[config.mk]
export PLATFORM = sky130hd
export DESIGN_NAME = biquad_df2_with_overload_clear_flat
export DESIGN_NICKNAME = d
export VERILOG_FILES = /design/src/bq_pkg.sv /design/src/bq_req_if.sv /design/src/bq_rsp_if.sv /design/src/bq_datapath.sv /design/src/biquad_df2_with_overload_clear.sv /design/src/flat_wrapper.sv
export SDC_FILE = /design/constraint.sdc
export NUM_CORES = 2
export LEC_CHECK = 0
export BUFFER_PORTS_ARGS = -buffer_cell sky130_fd_sc_hd__clkbuf_2
export CORE_MARGIN = 5
export CORE_UTILIZATION = 60
export DETAILED_ROUTE_END_ITERATION = 7
export PLACE_DENSITY = 0.86
export SLEW_MARGIN = 20
export SYNTH_ARGS = -nofsm -noshare
export SYNTH_HDL_FRONTEND = slang
export SYNTH_SLANG_ARGS = --single-unit
[constraint.sdc]
create_clock -name clock -period 18.95 [get_ports clock]
set_clock_uncertainty 0.05 [all_clocks]
set_input_delay 4.7375 -clock clock [delete_from_list [all_inputs] [get_ports clock]]
set_output_delay 4.7375 -clock clock [all_outputs]
set_load 0.02 [all_outputs]
[src/bq_pkg.sv]
// Package: shared types, widths and the microcode table of the biquad section.
`timescale 1ns / 1ps
`default_nettype none
package bq_pkg;

   localparam int SampleWidth = 16;
   localparam int CoefWidth   = 16;
   localparam int DelayWidth  = 24;
   localparam int ProdWidth   = CoefWidth + DelayWidth;
   localparam int FracShift   = 14;
   localparam int TermWidth   = ProdWidth - FracShift;
   localparam int AccWidth    = TermWidth + 2;
   localparam int CsrIdxWidth = 3;
   localparam int CsrWidth    = DelayWidth;
   localparam int StepWidth   = 3;

   localparam logic [CsrIdxWidth-1:0] CSR_B0  = 3'd0;
   localparam logic [CsrIdxWidth-1:0] CSR_B1  = 3'd1;
   localparam logic [CsrIdxWidth-1:0] CSR_B2  = 3'd2;
   localparam logic [CsrIdxWidth-1:0] CSR_A1  = 3'd3;
   localparam logic [CsrIdxWidth-1:0] CSR_A2  = 3'd4;
   localparam logic [CsrIdxWidth-1:0] CSR_THR = 3'd5;

   localparam logic signed [CoefWidth-1:0]  B0_RESET  = 16'sd16384;
   localparam logic signed [DelayWidth-1:0] THR_RESET = 24'sd12288;

   typedef enum logic [2:0] {
      MUL_A1_NEWER,
      MUL_A2_OLDER,
      MUL_B1_NEWER,
      MUL_B2_OLDER,
      MUL_B0_MID
   } mul_sel_type;

   typedef enum logic [2:0] {
      ACC_HOLD,
      ACC_X_SUB,
      ACC_SUB,
      ACC_LOAD,
      ACC_ADD
   } acc_op_type;

   typedef struct packed {
      mul_sel_type mul_sel;
      acc_op_type  acc_op;
      logic        mid_load;
      logic        wait_in;
      logic        commit;
   } ucode_type;

   typedef struct packed {
      logic signed [CoefWidth-1:0]  b0;
      logic signed [CoefWidth-1:0]  b1;
      logic signed [CoefWidth-1:0]  b2;
      logic signed [CoefWidth-1:0]  a1;
      logic signed [CoefWidth-1:0]  a2;
      logic signed [DelayWidth-1:0] thr;
   } coef_type;

   // Program ROM. Step 0 waits for a sample, step 6 waits for the output slot.
   function automatic ucode_type ucode(input logic [StepWidth-1:0] step);
      ucode_type w;
      w = '{mul_sel: MUL_A1_NEWER, acc_op: ACC_HOLD, mid_load: 1'b0,
            wait_in: 1'b0, commit: 1'b0};
      case (step)
         3'd0: begin
            w.mul_sel = MUL_A1_NEWER;
            w.wait_in = 1'b1;
         end
         3'd1: begin
            w.mul_sel = MUL_A2_OLDER;
            w.acc_op  = ACC_X_SUB;
         end
         3'd2: begin
            w.mul_sel = MUL_B1_NEWER;
            w.acc_op  = ACC_SUB;
         end
         3'd3: begin
            w.mul_sel  = MUL_B2_OLDER;
            w.acc_op   = ACC_LOAD;
            w.mid_load = 1'b1;
         end
         3'd4: begin
            w.mul_sel = MUL_B0_MID;
            w.acc_op  = ACC_ADD;
         end
         3'd5: begin
            w.acc_op = ACC_ADD;
         end
         3'd6: begin
            w.commit = 1'b1;
         end
         default: begin
            w.commit = 1'b1;
         end
      endcase
      return w;
   endfunction

endpackage
`default_nettype wire

[src/bq_req_if.sv]
// Interface: input sample channel.
`timescale 1ns / 1ps
`default_nettype none
interface bq_req_if;
   logic                                    valid;
   logic                                    ready;
   logic signed [bq_pkg::SampleWidth-1:0]   sample_in;
   logic                                    last_in_block;

   modport source (output valid, output sample_in, output last_in_block, input ready);
   modport sink   (input valid, input sample_in, input last_in_block, output ready);
endinterface
`default_nettype wire

[src/bq_rsp_if.sv]
// Interface: filtered sample channel.
`timescale 1ns / 1ps
`default_nettype none
interface bq_rsp_if;
   logic                                    valid;
   logic                                    ready;
   logic signed [bq_pkg::SampleWidth-1:0]   sample_out;
   logic                                    cleared;
   logic                                    last_out;

   modport source (output valid, output sample_out, output cleared, output last_out,
                   input ready);
   modport sink   (input valid, input sample_out, input cleared, input last_out,
                   output ready);
endinterface
`default_nettype wire

[src/bq_datapath.sv]
// Datapath: shared multiplier, accumulator, middle register and delay line.
`timescale 1ns / 1ps
`default_nettype none
module bq_datapath (
   input  wire logic                                  clock,
   input  wire logic                                  reset,
   input  wire bq_pkg::ucode_type                     ctl,
   input  wire logic                                  commit_en,
   input  wire bq_pkg::coef_type                      coef,
   input  wire logic signed [bq_pkg::SampleWidth-1:0] x,
   output logic signed [bq_pkg::SampleWidth-1:0]      y_sat,
   output logic                                       clr
);

   localparam int AW = bq_pkg::AccWidth;
   localparam int DW = bq_pkg::DelayWidth;
   localparam int SW = bq_pkg::SampleWidth;

   logic signed [DW-1:0] newer_ff, newer_in, older_ff, older_in, mid_ff, mid_in;
   logic signed [bq_pkg::ProdWidth-1:0] prod_ff, prod_in;
   logic signed [AW-1:0] acc_ff, acc_in, term, thr_ext;
   logic signed [bq_pkg::CoefWidth-1:0] mul_c;
   logic signed [DW-1:0] mul_v;

   always_comb begin
      case (ctl.mul_sel)
         bq_pkg::MUL_A1_NEWER: begin mul_c = coef.a1; mul_v = newer_ff; end
         bq_pkg::MUL_A2_OLDER: begin mul_c = coef.a2; mul_v = older_ff; end
         bq_pkg::MUL_B1_NEWER: begin mul_c = coef.b1; mul_v = newer_ff; end
         bq_pkg::MUL_B2_OLDER: begin mul_c = coef.b2; mul_v = older_ff; end
         bq_pkg::MUL_B0_MID:   begin mul_c = coef.b0; mul_v = mid_ff;   end
         default:              begin mul_c = coef.a1; mul_v = newer_ff; end
      endcase
      prod_in = mul_c * mul_v;
   end

   // floor(prod / 2^14), sign kept
   assign term = AW'($signed(prod_ff[bq_pkg::ProdWidth-1:bq_pkg::FracShift]));

   always_comb begin
      case (ctl.acc_op)
         bq_pkg::ACC_X_SUB: acc_in = AW'(x) - term;
         bq_pkg::ACC_SUB:   acc_in = acc_ff - term;
         bq_pkg::ACC_LOAD:  acc_in = term;
         bq_pkg::ACC_ADD:   acc_in = acc_ff + term;
         default:           acc_in = acc_ff;
      endcase
   end

   // saturate middle value to the delay format
   always_comb begin
      if (acc_ff[AW-1:DW-1] == '0 || acc_ff[AW-1:DW-1] == '1) begin
         mid_in = acc_ff[DW-1:0];
      end else if (acc_ff[AW-1]) begin
         mid_in = {1'b1, {(DW-1){1'b0}}};
      end else begin
         mid_in = {1'b0, {(DW-1){1'b1}}};
      end
   end

   // output saturation and clear test on the full-precision result
   always_comb begin
      if (acc_ff[AW-1:SW-1] == '0 || acc_ff[AW-1:SW-1] == '1) begin
         y_sat = acc_ff[SW-1:0];
      end else if (acc_ff[AW-1]) begin
         y_sat = {1'b1, {(SW-1){1'b0}}};
      end else begin
         y_sat = {1'b0, {(SW-1){1'b1}}};
      end
      thr_ext = AW'(coef.thr);
      clr     = acc_ff > thr_ext;
   end

   always_comb begin
      newer_in = newer_ff;
      older_in = older_ff;
      if (commit_en) begin
         newer_in = mid_ff;
         older_in = clr ? '0 : newer_ff;
      end
   end

   always_ff @(posedge clock) begin
      prod_ff <= prod_in;
      acc_ff  <= acc_in;
      if (ctl.mid_load) begin
         mid_ff <= mid_in;
      end
      if (reset) begin
         newer_ff <= '0;
         older_ff <= '0;
      end else begin
         newer_ff <= newer_in;
         older_ff <= older_in;
      end
   end

endmodule
`default_nettype wire

[src/biquad_df2_with_overload_clear.sv]
// Top level: microcoded direct form II biquad with overload clear.
`timescale 1ns / 1ps
`default_nettype none
// Direct form II biquad, one Q2.13 sample per beat on req_ch, one result beat
// on rsp_ch. A 7-step program ROM drives a single shared 16x24 multiplier:
// the two feedback products, the saturated middle value, then the three
// feedforward products. A new sample is taken only once the previous one has
// run through the whole program and been committed to the result register.
// The sequencer waits in step 0 for a sample and in the last step until the
// result register is free; the result register is reloaded in the same cycle
// its previous beat is taken. If the unsaturated result exceeds
// clear_threshold (strictly), both delay entries are zeroed before the middle
// value shifts in, and cleared is flagged on that beat.
// Coefficient and threshold writes on the csr_ port take effect at once and
// must only be issued while no sample is in flight; unused indexes are ignored.
module biquad_df2_with_overload_clear (
   input  wire logic                                 clock,
   input  wire logic                                 reset,
   bq_req_if.sink                                    req_ch,
   bq_rsp_if.source                                  rsp_ch,
   input  wire logic                                 csr_we,
   input  wire logic [bq_pkg::CsrIdxWidth-1:0]       csr_index,
   input  wire logic [bq_pkg::CsrWidth-1:0]          csr_wdata
);

   logic [bq_pkg::StepWidth-1:0] step_ff, step_in;
   bq_pkg::ucode_type            ctl;
   bq_pkg::coef_type             coef_ff;
   logic signed [bq_pkg::SampleWidth-1:0] x_ff, y_sat, sample_out_ff;
   logic last_ff, last_out_ff, cleared_ff, rsp_valid_ff, rsp_valid_in;
   logic clr, in_fire, out_free, commit_en;

   assign ctl = bq_pkg::ucode(step_ff);

   // handshake
   assign req_ch.ready = ctl.wait_in;
   assign in_fire      = req_ch.valid & ctl.wait_in;
   assign out_free     = ~rsp_valid_ff | rsp_ch.ready;
   assign commit_en    = ctl.commit & out_free;

   // sequencer: hold on a wait step, restart after commit
   always_comb begin
      step_in = step_ff + 1'b1;
      if (ctl.wait_in && !req_ch.valid) begin
         step_in = step_ff;
      end else if (ctl.commit) begin
         step_in = out_free ? '0 : step_ff;
      end
   end

   always_comb begin
      rsp_valid_in = rsp_valid_ff;
      if (commit_en) begin
         rsp_valid_in = 1'b1;
      end else if (rsp_ch.ready) begin
         rsp_valid_in = 1'b0;
      end
   end

   bq_datapath u_dp (
      .clock     (clock),
      .reset     (reset),
      .ctl       (ctl),
      .commit_en (commit_en),
      .coef      (coef_ff),
      .x         (x_ff),
      .y_sat     (y_sat),
      .clr       (clr)
   );

   always_ff @(posedge clock) begin
      if (in_fire) begin
         x_ff    <= req_ch.sample_in;
         last_ff <= req_ch.last_in_block;
      end
      if (commit_en) begin
         sample_out_ff <= y_sat;
         cleared_ff    <= clr;
         last_out_ff   <= last_ff;
      end
      if (reset) begin
         step_ff      <= '0;
         rsp_valid_ff <= 1'b0;
      end else begin
         step_ff      <= step_in;
         rsp_valid_ff <= rsp_valid_in;
      end
   end

   // configuration registers
   always_ff @(posedge clock) begin
      if (reset) begin
         coef_ff.b0  <= bq_pkg::B0_RESET;
         coef_ff.b1  <= '0;
         coef_ff.b2  <= '0;
         coef_ff.a1  <= '0;
         coef_ff.a2  <= '0;
         coef_ff.thr <= bq_pkg::THR_RESET;
      end else if (csr_we) begin
         case (csr_index)
            bq_pkg::CSR_B0:  coef_ff.b0  <= csr_wdata[bq_pkg::CoefWidth-1:0];
            bq_pkg::CSR_B1:  coef_ff.b1  <= csr_wdata[bq_pkg::CoefWidth-1:0];
            bq_pkg::CSR_B2:  coef_ff.b2  <= csr_wdata[bq_pkg::CoefWidth-1:0];
            bq_pkg::CSR_A1:  coef_ff.a1  <= csr_wdata[bq_pkg::CoefWidth-1:0];
            bq_pkg::CSR_A2:  coef_ff.a2  <= csr_wdata[bq_pkg::CoefWidth-1:0];
            bq_pkg::CSR_THR: coef_ff.thr <= csr_wdata;
            default: ;
         endcase
      end
   end

   assign rsp_ch.valid      = rsp_valid_ff;
   assign rsp_ch.sample_out = sample_out_ff;
   assign rsp_ch.cleared    = cleared_ff;
   assign rsp_ch.last_out   = last_out_ff;

endmodule
`default_nettype wire

[src/flat_wrapper.sv]
// flat-port wrapper written by rule: the top's interface ports become plain ports
module biquad_df2_with_overload_clear_flat 
  (clock, reset, csr_we, csr_index, csr_wdata, req_ch_valid, req_ch_sample_in, req_ch_last_in_block, req_ch_ready, rsp_ch_valid, rsp_ch_sample_out, rsp_ch_cleared, rsp_ch_last_out, rsp_ch_ready);
  bq_req_if req_ch_i ();
  bq_rsp_if rsp_ch_i ();
  input  wire logic clock;
  input  wire logic reset;
  input  wire logic csr_we;
  input  wire logic [bq_pkg::CsrIdxWidth-1:0] csr_index;
  input  wire logic [bq_pkg::CsrWidth-1:0] csr_wdata;
  input wire logic [$bits(req_ch_i.valid)-1:0] req_ch_valid;
  input wire logic [$bits(req_ch_i.sample_in)-1:0] req_ch_sample_in;
  input wire logic [$bits(req_ch_i.last_in_block)-1:0] req_ch_last_in_block;
  output wire logic [$bits(req_ch_i.ready)-1:0] req_ch_ready;
  output wire logic [$bits(rsp_ch_i.valid)-1:0] rsp_ch_valid;
  output wire logic [$bits(rsp_ch_i.sample_out)-1:0] rsp_ch_sample_out;
  output wire logic [$bits(rsp_ch_i.cleared)-1:0] rsp_ch_cleared;
  output wire logic [$bits(rsp_ch_i.last_out)-1:0] rsp_ch_last_out;
  input wire logic [$bits(rsp_ch_i.ready)-1:0] rsp_ch_ready;
  assign req_ch_i.valid = req_ch_valid;
  assign req_ch_i.sample_in = req_ch_sample_in;
  assign req_ch_i.last_in_block = req_ch_last_in_block;
  assign req_ch_ready = req_ch_i.ready;
  assign rsp_ch_valid = rsp_ch_i.valid;
  assign rsp_ch_sample_out = rsp_ch_i.sample_out;
  assign rsp_ch_cleared = rsp_ch_i.cleared;
  assign rsp_ch_last_out = rsp_ch_i.last_out;
  assign rsp_ch_i.ready = rsp_ch_ready;
  biquad_df2_with_overload_clear u_core (.clock(clock), .reset(reset), .req_ch(req_ch_i), .rsp_ch(rsp_ch_i), .csr_we(csr_we), .csr_index(csr_index), .csr_wdata(csr_wdata));
endmodule
== Yosys cells after proc, flatten, opt, wreduce, memory -nomap -nowiden ==
Index checks and enable logic that the tools add are counted.

* Bitwise gates (word level): 5
* Add/sub/neg operators: 4
* $mul: 1
* Mux-type cells: 17
* Order comparisons: 1
* Eq/ne operators: 20
* Reduce and logical (&&, ||, !) cells: 21

{| class="wikitable"
|+ Operators with widths
! kind !! number
|-
| 28-bit case mux with 4 select lines || 1
|-
| 24-bit two-way mux || 3
|-
| 16-bit case mux with 4 select lines || 1
|-
| 24-bit case mux with 2 select lines || 1
|-
| 16-bit by 24-bit multiplier with 40-bit output || 1
|-
| 16-bit two-way mux || 2
|-
| 28-bit by 26-bit adder with 28-bit output || 1
|-
| 28-bit by 24-bit > comparator with 1-bit output || 1
|-
| 28-bit by 26-bit subtractor with 28-bit output || 1
|-
| 16-bit by 26-bit subtractor with 27-bit output || 1
|-
| 3-bit by 2-bit equality test with 1-bit output, second input constant || 8
|-
| 3-bit case mux with 4 select lines || 2
|-
| 3-bit equality test, second input constant || 6
|-
| 2-bit AND reduction || 7
|-
| 13-bit equality test, second input constant || 1
|-
| 13-bit zero test || 1
|-
| 3-bit by 1-bit equality test with 1-bit output, second input constant || 4
|-
| 3-bit zero test || 2
|-
| 3-bit two-way mux || 2
|-
| 6-bit OR reduction || 1
|-
| 5-bit equality test, second input constant || 1
|-
| 5-bit zero test || 1
|-
| 1-bit two-way mux || 5
|-
| 2-bit nonzero test || 2
|-
| other kinds (9) || 13
|}

* Flip-flop bits (word level): 283
* Input bits: 49

== Depth between registers and ports, before layout ==
* Word-level depth: 6
* Mapped depth: 34
* Mapped depth without buffers: 31

== Hierarchy ==
Synthesis repeated with hierarchy kept, for this count alone.

* Cells, all modules: 3178
* Area, all modules: 28081.9 um2

{| class="wikitable"
|+ Modules (own cells, without submodules)
! module !! cells an instance !! instances !! area each (um2)
|-
| bq_datapath || 2639 || 1 || 23080.9
|-
| biquad_df2_with_overload_clear || 539 || 1 || 5001.0
|}

== Worst setup path before layout ==
Ideal clock, no wire load.

* Path kind: register -> register
* Start: register u_core.step_ff[2] (netlist name)
* End: register u_core.u_dp.prod_ff[36] (netlist name)
* Arrival: 8578 ps
* Buffers on the path: 4
* Slack: 10226 ps
* Stages on the path, launching flop included: 32
* Period minus slack after synthesis: 8724 ps
* Required time: 18805 ps
* Path through: dfxtp_1 buf_2 inv_1 ha_1 buf_2 nor4_1 a31o_2 clkbuf_1 a221oi_1 clkbuf_1 nor2_1 fa_1 inv_1 fa_1 fa_1 inv_1 fa_1 fa_1 inv_1 fa_1 inv_1 ha_1 a21o_1 a21o_1 a2111oi_2 a2bb2oi_1 a32oi_1 a31oi_2 o2111ai_2 a21o_1 or4b_1 o311ai_1

* Longest elaborated chain between the ends: 6
* Elaborated cells between the ends (all ways): 13
* Those cells by class: mul (1); eq/ne (8); mux (3); reduce/logical (1)

{| class="wikitable"
|+ Ends and longest elaborated chain
! item !! line !! RTL
|-
| start: declaration || biquad_df2_with_overload_clear.sv:26 || <nowiki>logic [bq_pkg::StepWidth-1:0] step_ff, step_in;</nowiki>
|-
| start signal: assignment || biquad_df2_with_overload_clear.sv:85 || <nowiki>step_ff <= step_in;</nowiki>
|-
| 3-bit equality test (tied with other cells) || bq_pkg.sv:65 || <nowiki>case (step)</nowiki>
|-
| 3-bit case mux with 4 select lines * || bq_pkg.sv:65 ||
|-
| 3-bit by 2-bit equality test with 1-bit output or 3-bit by 1-bit equality test with 1-bit output (tied branches) || bq_datapath.sv:26 || <nowiki>case (ctl.mul_sel)</nowiki>
|-
| 2-bit OR reduction (no source line) || -- ||
|-
| 24-bit case mux with 2 select lines || bq_datapath.sv:26 ||
|-
| 16-bit by 24-bit multiplier with 40-bit output * || bq_datapath.sv:34 || <nowiki>prod_in = mul_c * mul_v;</nowiki>
|-
| via u_core.u_dp.prod_in, one bit || bq_datapath.sv:20 || <nowiki>logic signed [bq_pkg::ProdWidth-1:0] prod_ff, prod_in;</nowiki>
|-
| end signal: assignment || bq_datapath.sv:84 || <nowiki>prod_ff <= prod_in;</nowiki>
|-
| end: declaration || bq_datapath.sv:20 ||
|}

The timed path passes the listed nets; every way through them passes the cells marked *.
A chain may end at the register's enable or synchronous reset.

== Worst setup path after layout ==
Same ends and word-level chain as after synthesis.

==> flow_summary.rst <==
.. list-table::
   :header-rows: 1

   * - Metric
     - Value
   * - HPWL after detailed placement
     - 60200 um
   * - Core Area
     - 0.0452 sq mm
   * - Number of global-route vias before repair
     - approximately 23k
   * - TritonRoute pass-1 iters
     - 6
   * - Clock share of power
     - 0.153
   * - Finished Layout Cells
     - 3738
   * - CTS H-tree lvls
     - 1
   * - Seq/Total Area, Yosys
     - 0.229
   * - Buffer cell driving the clock tree root
     - sky130_fd_sc_hd__clkbuf_16
   * - Number of pins exceeding their max-slew limit in the final report
     - 0
   * - Crit share post-route
     - 0.523
   * - Leakage component of the power
     - 13.2 nW
   * - Count of nets after finishing
     - 3725
   * - Buffers added on ports
     - 68
   * - Post-cts resize count
     - 0
   * - Outcome
     - finished, final reports clean
   * - Number of design-rule violations left by the first detailed-router iteration
     - 2407
   * - Comb power frac
     - 0.585
   * - TritonCTS clock tree
     - done
   * - Post-Syn Area
     - between 0.02 and 0.03 sq mm
   * - Overall track demand over capacity in global routing
     - 0.314
   * - Setup repair after global routing missed its margin
     - false
   * - Share of flip-flops with an asynchronous set or reset
     - 0
   * - Clock sink count
     - 269
   * - Flop and latch count out of synthesis
     - 269
   * - Pwr/cell area
     - roughly 120 mW/mm^2
   * - Net Sw Power
     - 1.66 mW
   * - Number of failing hold endpoints at the final stage
     - 0
   * - Largest fanout on the critical path
     - 59
   * - Clock edge transition at the registers on the reported setup and hold paths
     - 0.06 ns
   * - Instance area after placement
     - around 0.028 sq mm
   * - Type of element capturing the critical path
     - register
   * - Worst Path Class, Setup
     - reg -> reg
   * - Worst voltage drop across the vdd grid
     - 0.0949 mV
   * - Global-route wire length before repair
     - 124000 um
   * - Total wire length after detailed routing
     - between 70000 and 80000 um
   * - Mean instance size in the synthesized netlist
     - 8.81 sq um
   * - Number of flops mapped to enable cells by yosys
     - 87
   * - Data required time at the worst endpoint
     - 19.37 ns
   * - Boundary pin count
     - between 60 and 70
   * - Avg WL per Cell
     - between 20 and 25 um
   * - Design area
     - 0.0292 sq mm
   * - Pin count of the biggest net entering global routing
     - 70
   * - Final critical path time including I/O delays and setup
     - 9.92 ns
   * - Category of the worst setup path launch point
     - register
   * - DR DRC count
     - 0
   * - Switching power share of the total
     - 0.478
   * - Post-synthesis net count
     - 3706
   * - Unique cell type count in the Yosys netlist
     - 76
   * - Finish-stage setup viols
     - 0
   * - Floorplan die area
     - 0.0499 sq mm
   * - Path category of the worst min-delay check
     - reg -> reg
   * - Chip width
     - 223 um
   * - Critical path's slowest cell
     - sky130_fd_sc_hd__a221oi_1
   * - Maximum achievable frequency
     - 101 MHz
   * - Remaining global-route overflow
     - 0
   * - Count of antenna-violating nets left after detailed routing
     - 0
   * - Die height
     - 223 um
   * - Starting density of the core
     - 0.605
   * - Fraction of final layout cells with drive strength greater than 1
     - 0.0612
   * - Maximum root-to-sink buffer count
     - 3
   * - Setup total negative slack
     - 0 ns
   * - Clock latency on the worst-skew pair
     - 0.57 ns
   * - Post-CTS setup-driven buffer insertion count
     - 0
   * - Bufs and invs on worst path
     - 8
   * - Cell type group with the largest total delay on the critical path
     - adder cells
   * - Number of hold buffers added after CTS
     - 0
   * - Slew HR
     - 0.222
   * - Part of the power in registers
     - 0.262
   * - Count of warnings emitted by yosys
     - 0
   * - Least-Margin Pin Slew
     - 1.17 ns
   * - Row Count
     - 78
   * - Cells after DPL
     - 3689
   * - CP Data Arrival Time
     - 10.34 ns
   * - Internal Pwr Total
     - 1.81 mW
   * - Clock buffers created by TritonCTS
     - 27
   * - Critical path's most frequent cell
     - sky130_fd_sc_hd__fa_1
   * - Number of vias per cell
     - 6.08
   * - Initial antenna violation count
     - 1
   * - Number of diodes
     - 0
   * - Max capacitance violation total
     - 0
   * - Number of instances in the synthesized netlist
     - 3100
   * - Primary flip-flop cell chosen by synthesis mapping
     - sky130_fd_sc_hd__dfxtp_1
   * - Stage delay of the slowest cell on the critical path
     - 0.94 ns
   * - Placer congestion estimate
     - 0.990
   * - Total vias in the final route
     - ~23k
   * - Post-synthesis to final-layout area growth
     - 7.00%
## per-layer routing
layer / vias up / part of all wire / track usage
met3: 326 / 0.12 / 0.0913
met5: - / 0 / 0
li1: 10100 / - / -
met1: 11000 / 0.38 / 0.403
met4: 0 / 0.068 / 0.166
met2: 1269 / 0.44 / 0.485
## path summary, 6_finish.rpt
check / start / end / slack, ns / cells past startpoint
setup / recovery: u_core.step_ff[2] / u_core.u_dp.prod_ff[36] / 9.03 / 30
hold reg to reg: u_core.last_ff / u_core.rsp_ch.last_out / 0.39 / 0
hold / removal: u_core.last_ff / u_core.rsp_ch.last_out / 0.39 / 0
setup reg to reg: u_core.step_ff[2] / u_core.u_dp.prod_ff[36] / 9.03 / 30
## power groups by stage
stage | clock network, mW | logic (mW) | registers, mW
2_1_floorplan | 0 | 1.43 | 0.859
3_3_place_gp | 0 | 1.92 | 0.907
3_5_place_dp | 0 | 1.96 | 0.908
4_1_cts | 0.536 | 1.98 | 0.898
5_1_grt | 0.563 | 2.22 | 0.913
6_report | 0.532 | 2.03 | 0.909
## layout make-up
class | instances | area (sq um)
fillers | 3614 | 15900
multi-input cells | 2193 | 18700
flip-flops and latches | 269 | 6260
inverters | 506 | 1900
clock buffers | 40 | 816
repair buffers | 122 | 746
clock inverters | 8 | 65.1
well taps | 600 | 751
## sequential cells by signal (all words and copies together) (netlist names)
name and count:
u_core.rsp_ch.cleared 1, u_core.rsp_ch.sample_out 16, u_core.u_dp.newer_ff 24, u_core.u_dp.older_ff 24, u_core.u_dp.prod_ff 26, u_core.step_ff 3, u_core.coef_ff 104, u_core.u_dp.acc_ff 28
u_core.rsp_ch.valid 1, u_core.rsp_ch.last_out 1, u_core.x_ff 16, u_core.u_dp.mid_ff 24, u_core.last_ff 1
## per-stage QoR
stage                     utilization  hold slack [ns]  total power, mW  setup slack [ns]
final                           0.647            0.394             3.47              9.03
after global routing            0.647            0.399             3.69              8.45
after CTS                       0.647            0.394             3.41              9.11
after detailed placement        0.627            0.388             2.87              9.13
after global placement          0.627            0.353             2.82              9.39
after floorplan                     -            0.350             2.29             10.23
## layout by cell type, fill, tap and decap left out, types with 18 or more instances in the layout
master / n
sky130_fd_sc_hd__a21o_1: 69
sky130_fd_sc_hd__a21oi_1: 195
sky130_fd_sc_hd__a221o_1: 35
sky130_fd_sc_hd__a221oi_1: 30
sky130_fd_sc_hd__a22o_1: 26
sky130_fd_sc_hd__a22oi_1: 35
sky130_fd_sc_hd__and2_1: 30
sky130_fd_sc_hd__buf_4: 54
sky130_fd_sc_hd__clkbuf_16: 28
sky130_fd_sc_hd__clkbuf_2: 67
sky130_fd_sc_hd__dfxtp_1: 182
sky130_fd_sc_hd__edfxtp_1: 87
sky130_fd_sc_hd__fa_1: 375
sky130_fd_sc_hd__ha_1: 182
sky130_fd_sc_hd__inv_1: 505
sky130_fd_sc_hd__nand2_1: 554
sky130_fd_sc_hd__nand4_1: 18
sky130_fd_sc_hd__nor2_1: 213
sky130_fd_sc_hd__nor2b_1: 26
sky130_fd_sc_hd__nor3_1: 19
sky130_fd_sc_hd__o21ai_0: 66
sky130_fd_sc_hd__xnor2_1: 73
sky130_fd_sc_hd__xor2_1: 29
## Yosys cell counts (7+ instances only)
cell type	instances	area share
sky130_fd_sc_hd__a211oi_1	11	0.0030
sky130_fd_sc_hd__a21o_1	69	0.019
sky130_fd_sc_hd__a21oi_1	195	0.036
sky130_fd_sc_hd__a221o_1	35	0.013
sky130_fd_sc_hd__a221oi_1	33	0.011
sky130_fd_sc_hd__a22o_1	26	0.0083
sky130_fd_sc_hd__a22oi_1	35	0.0096
sky130_fd_sc_hd__a31oi_1	18	0.0041
sky130_fd_sc_hd__and2_1	30	0.0069
sky130_fd_sc_hd__and3_1	13	0.0030
sky130_fd_sc_hd__clkbuf_1	123	0.017
sky130_fd_sc_hd__dfxtp_1	182	0.13
sky130_fd_sc_hd__edfxtp_1	87	0.096
sky130_fd_sc_hd__fa_1	375	0.27
sky130_fd_sc_hd__ha_1	182	0.083
sky130_fd_sc_hd__inv_1	505	0.069
sky130_fd_sc_hd__nand2_1	554	0.076
sky130_fd_sc_hd__nand2b_1	16	0.0037
sky130_fd_sc_hd__nand3_1	14	0.0026
sky130_fd_sc_hd__nand4_1	18	0.0041
sky130_fd_sc_hd__nor2_1	215	0.030
sky130_fd_sc_hd__nor2b_1	26	0.0060
sky130_fd_sc_hd__nor3_1	19	0.0035
sky130_fd_sc_hd__nor4_1	7	0.0016
sky130_fd_sc_hd__o211ai_1	8	0.0022
sky130_fd_sc_hd__o21a_1	12	0.0033
sky130_fd_sc_hd__o21ai_0	67	0.012
sky130_fd_sc_hd__o21bai_1	7	0.0019
sky130_fd_sc_hd__or2_2	7	0.0016
sky130_fd_sc_hd__xnor2_1	73	0.023
sky130_fd_sc_hd__xor2_1	29	0.0093
## cell families after synthesis
group / synth area share
flops: 0.229
simple gates: 0.147
buf+inv: 0.0879
fa+ha+maj: 0.358
mux: 0.00183
compound gates: 0.144
xor+xnor: 0.0327
Power figures use the tool's default switching activity.
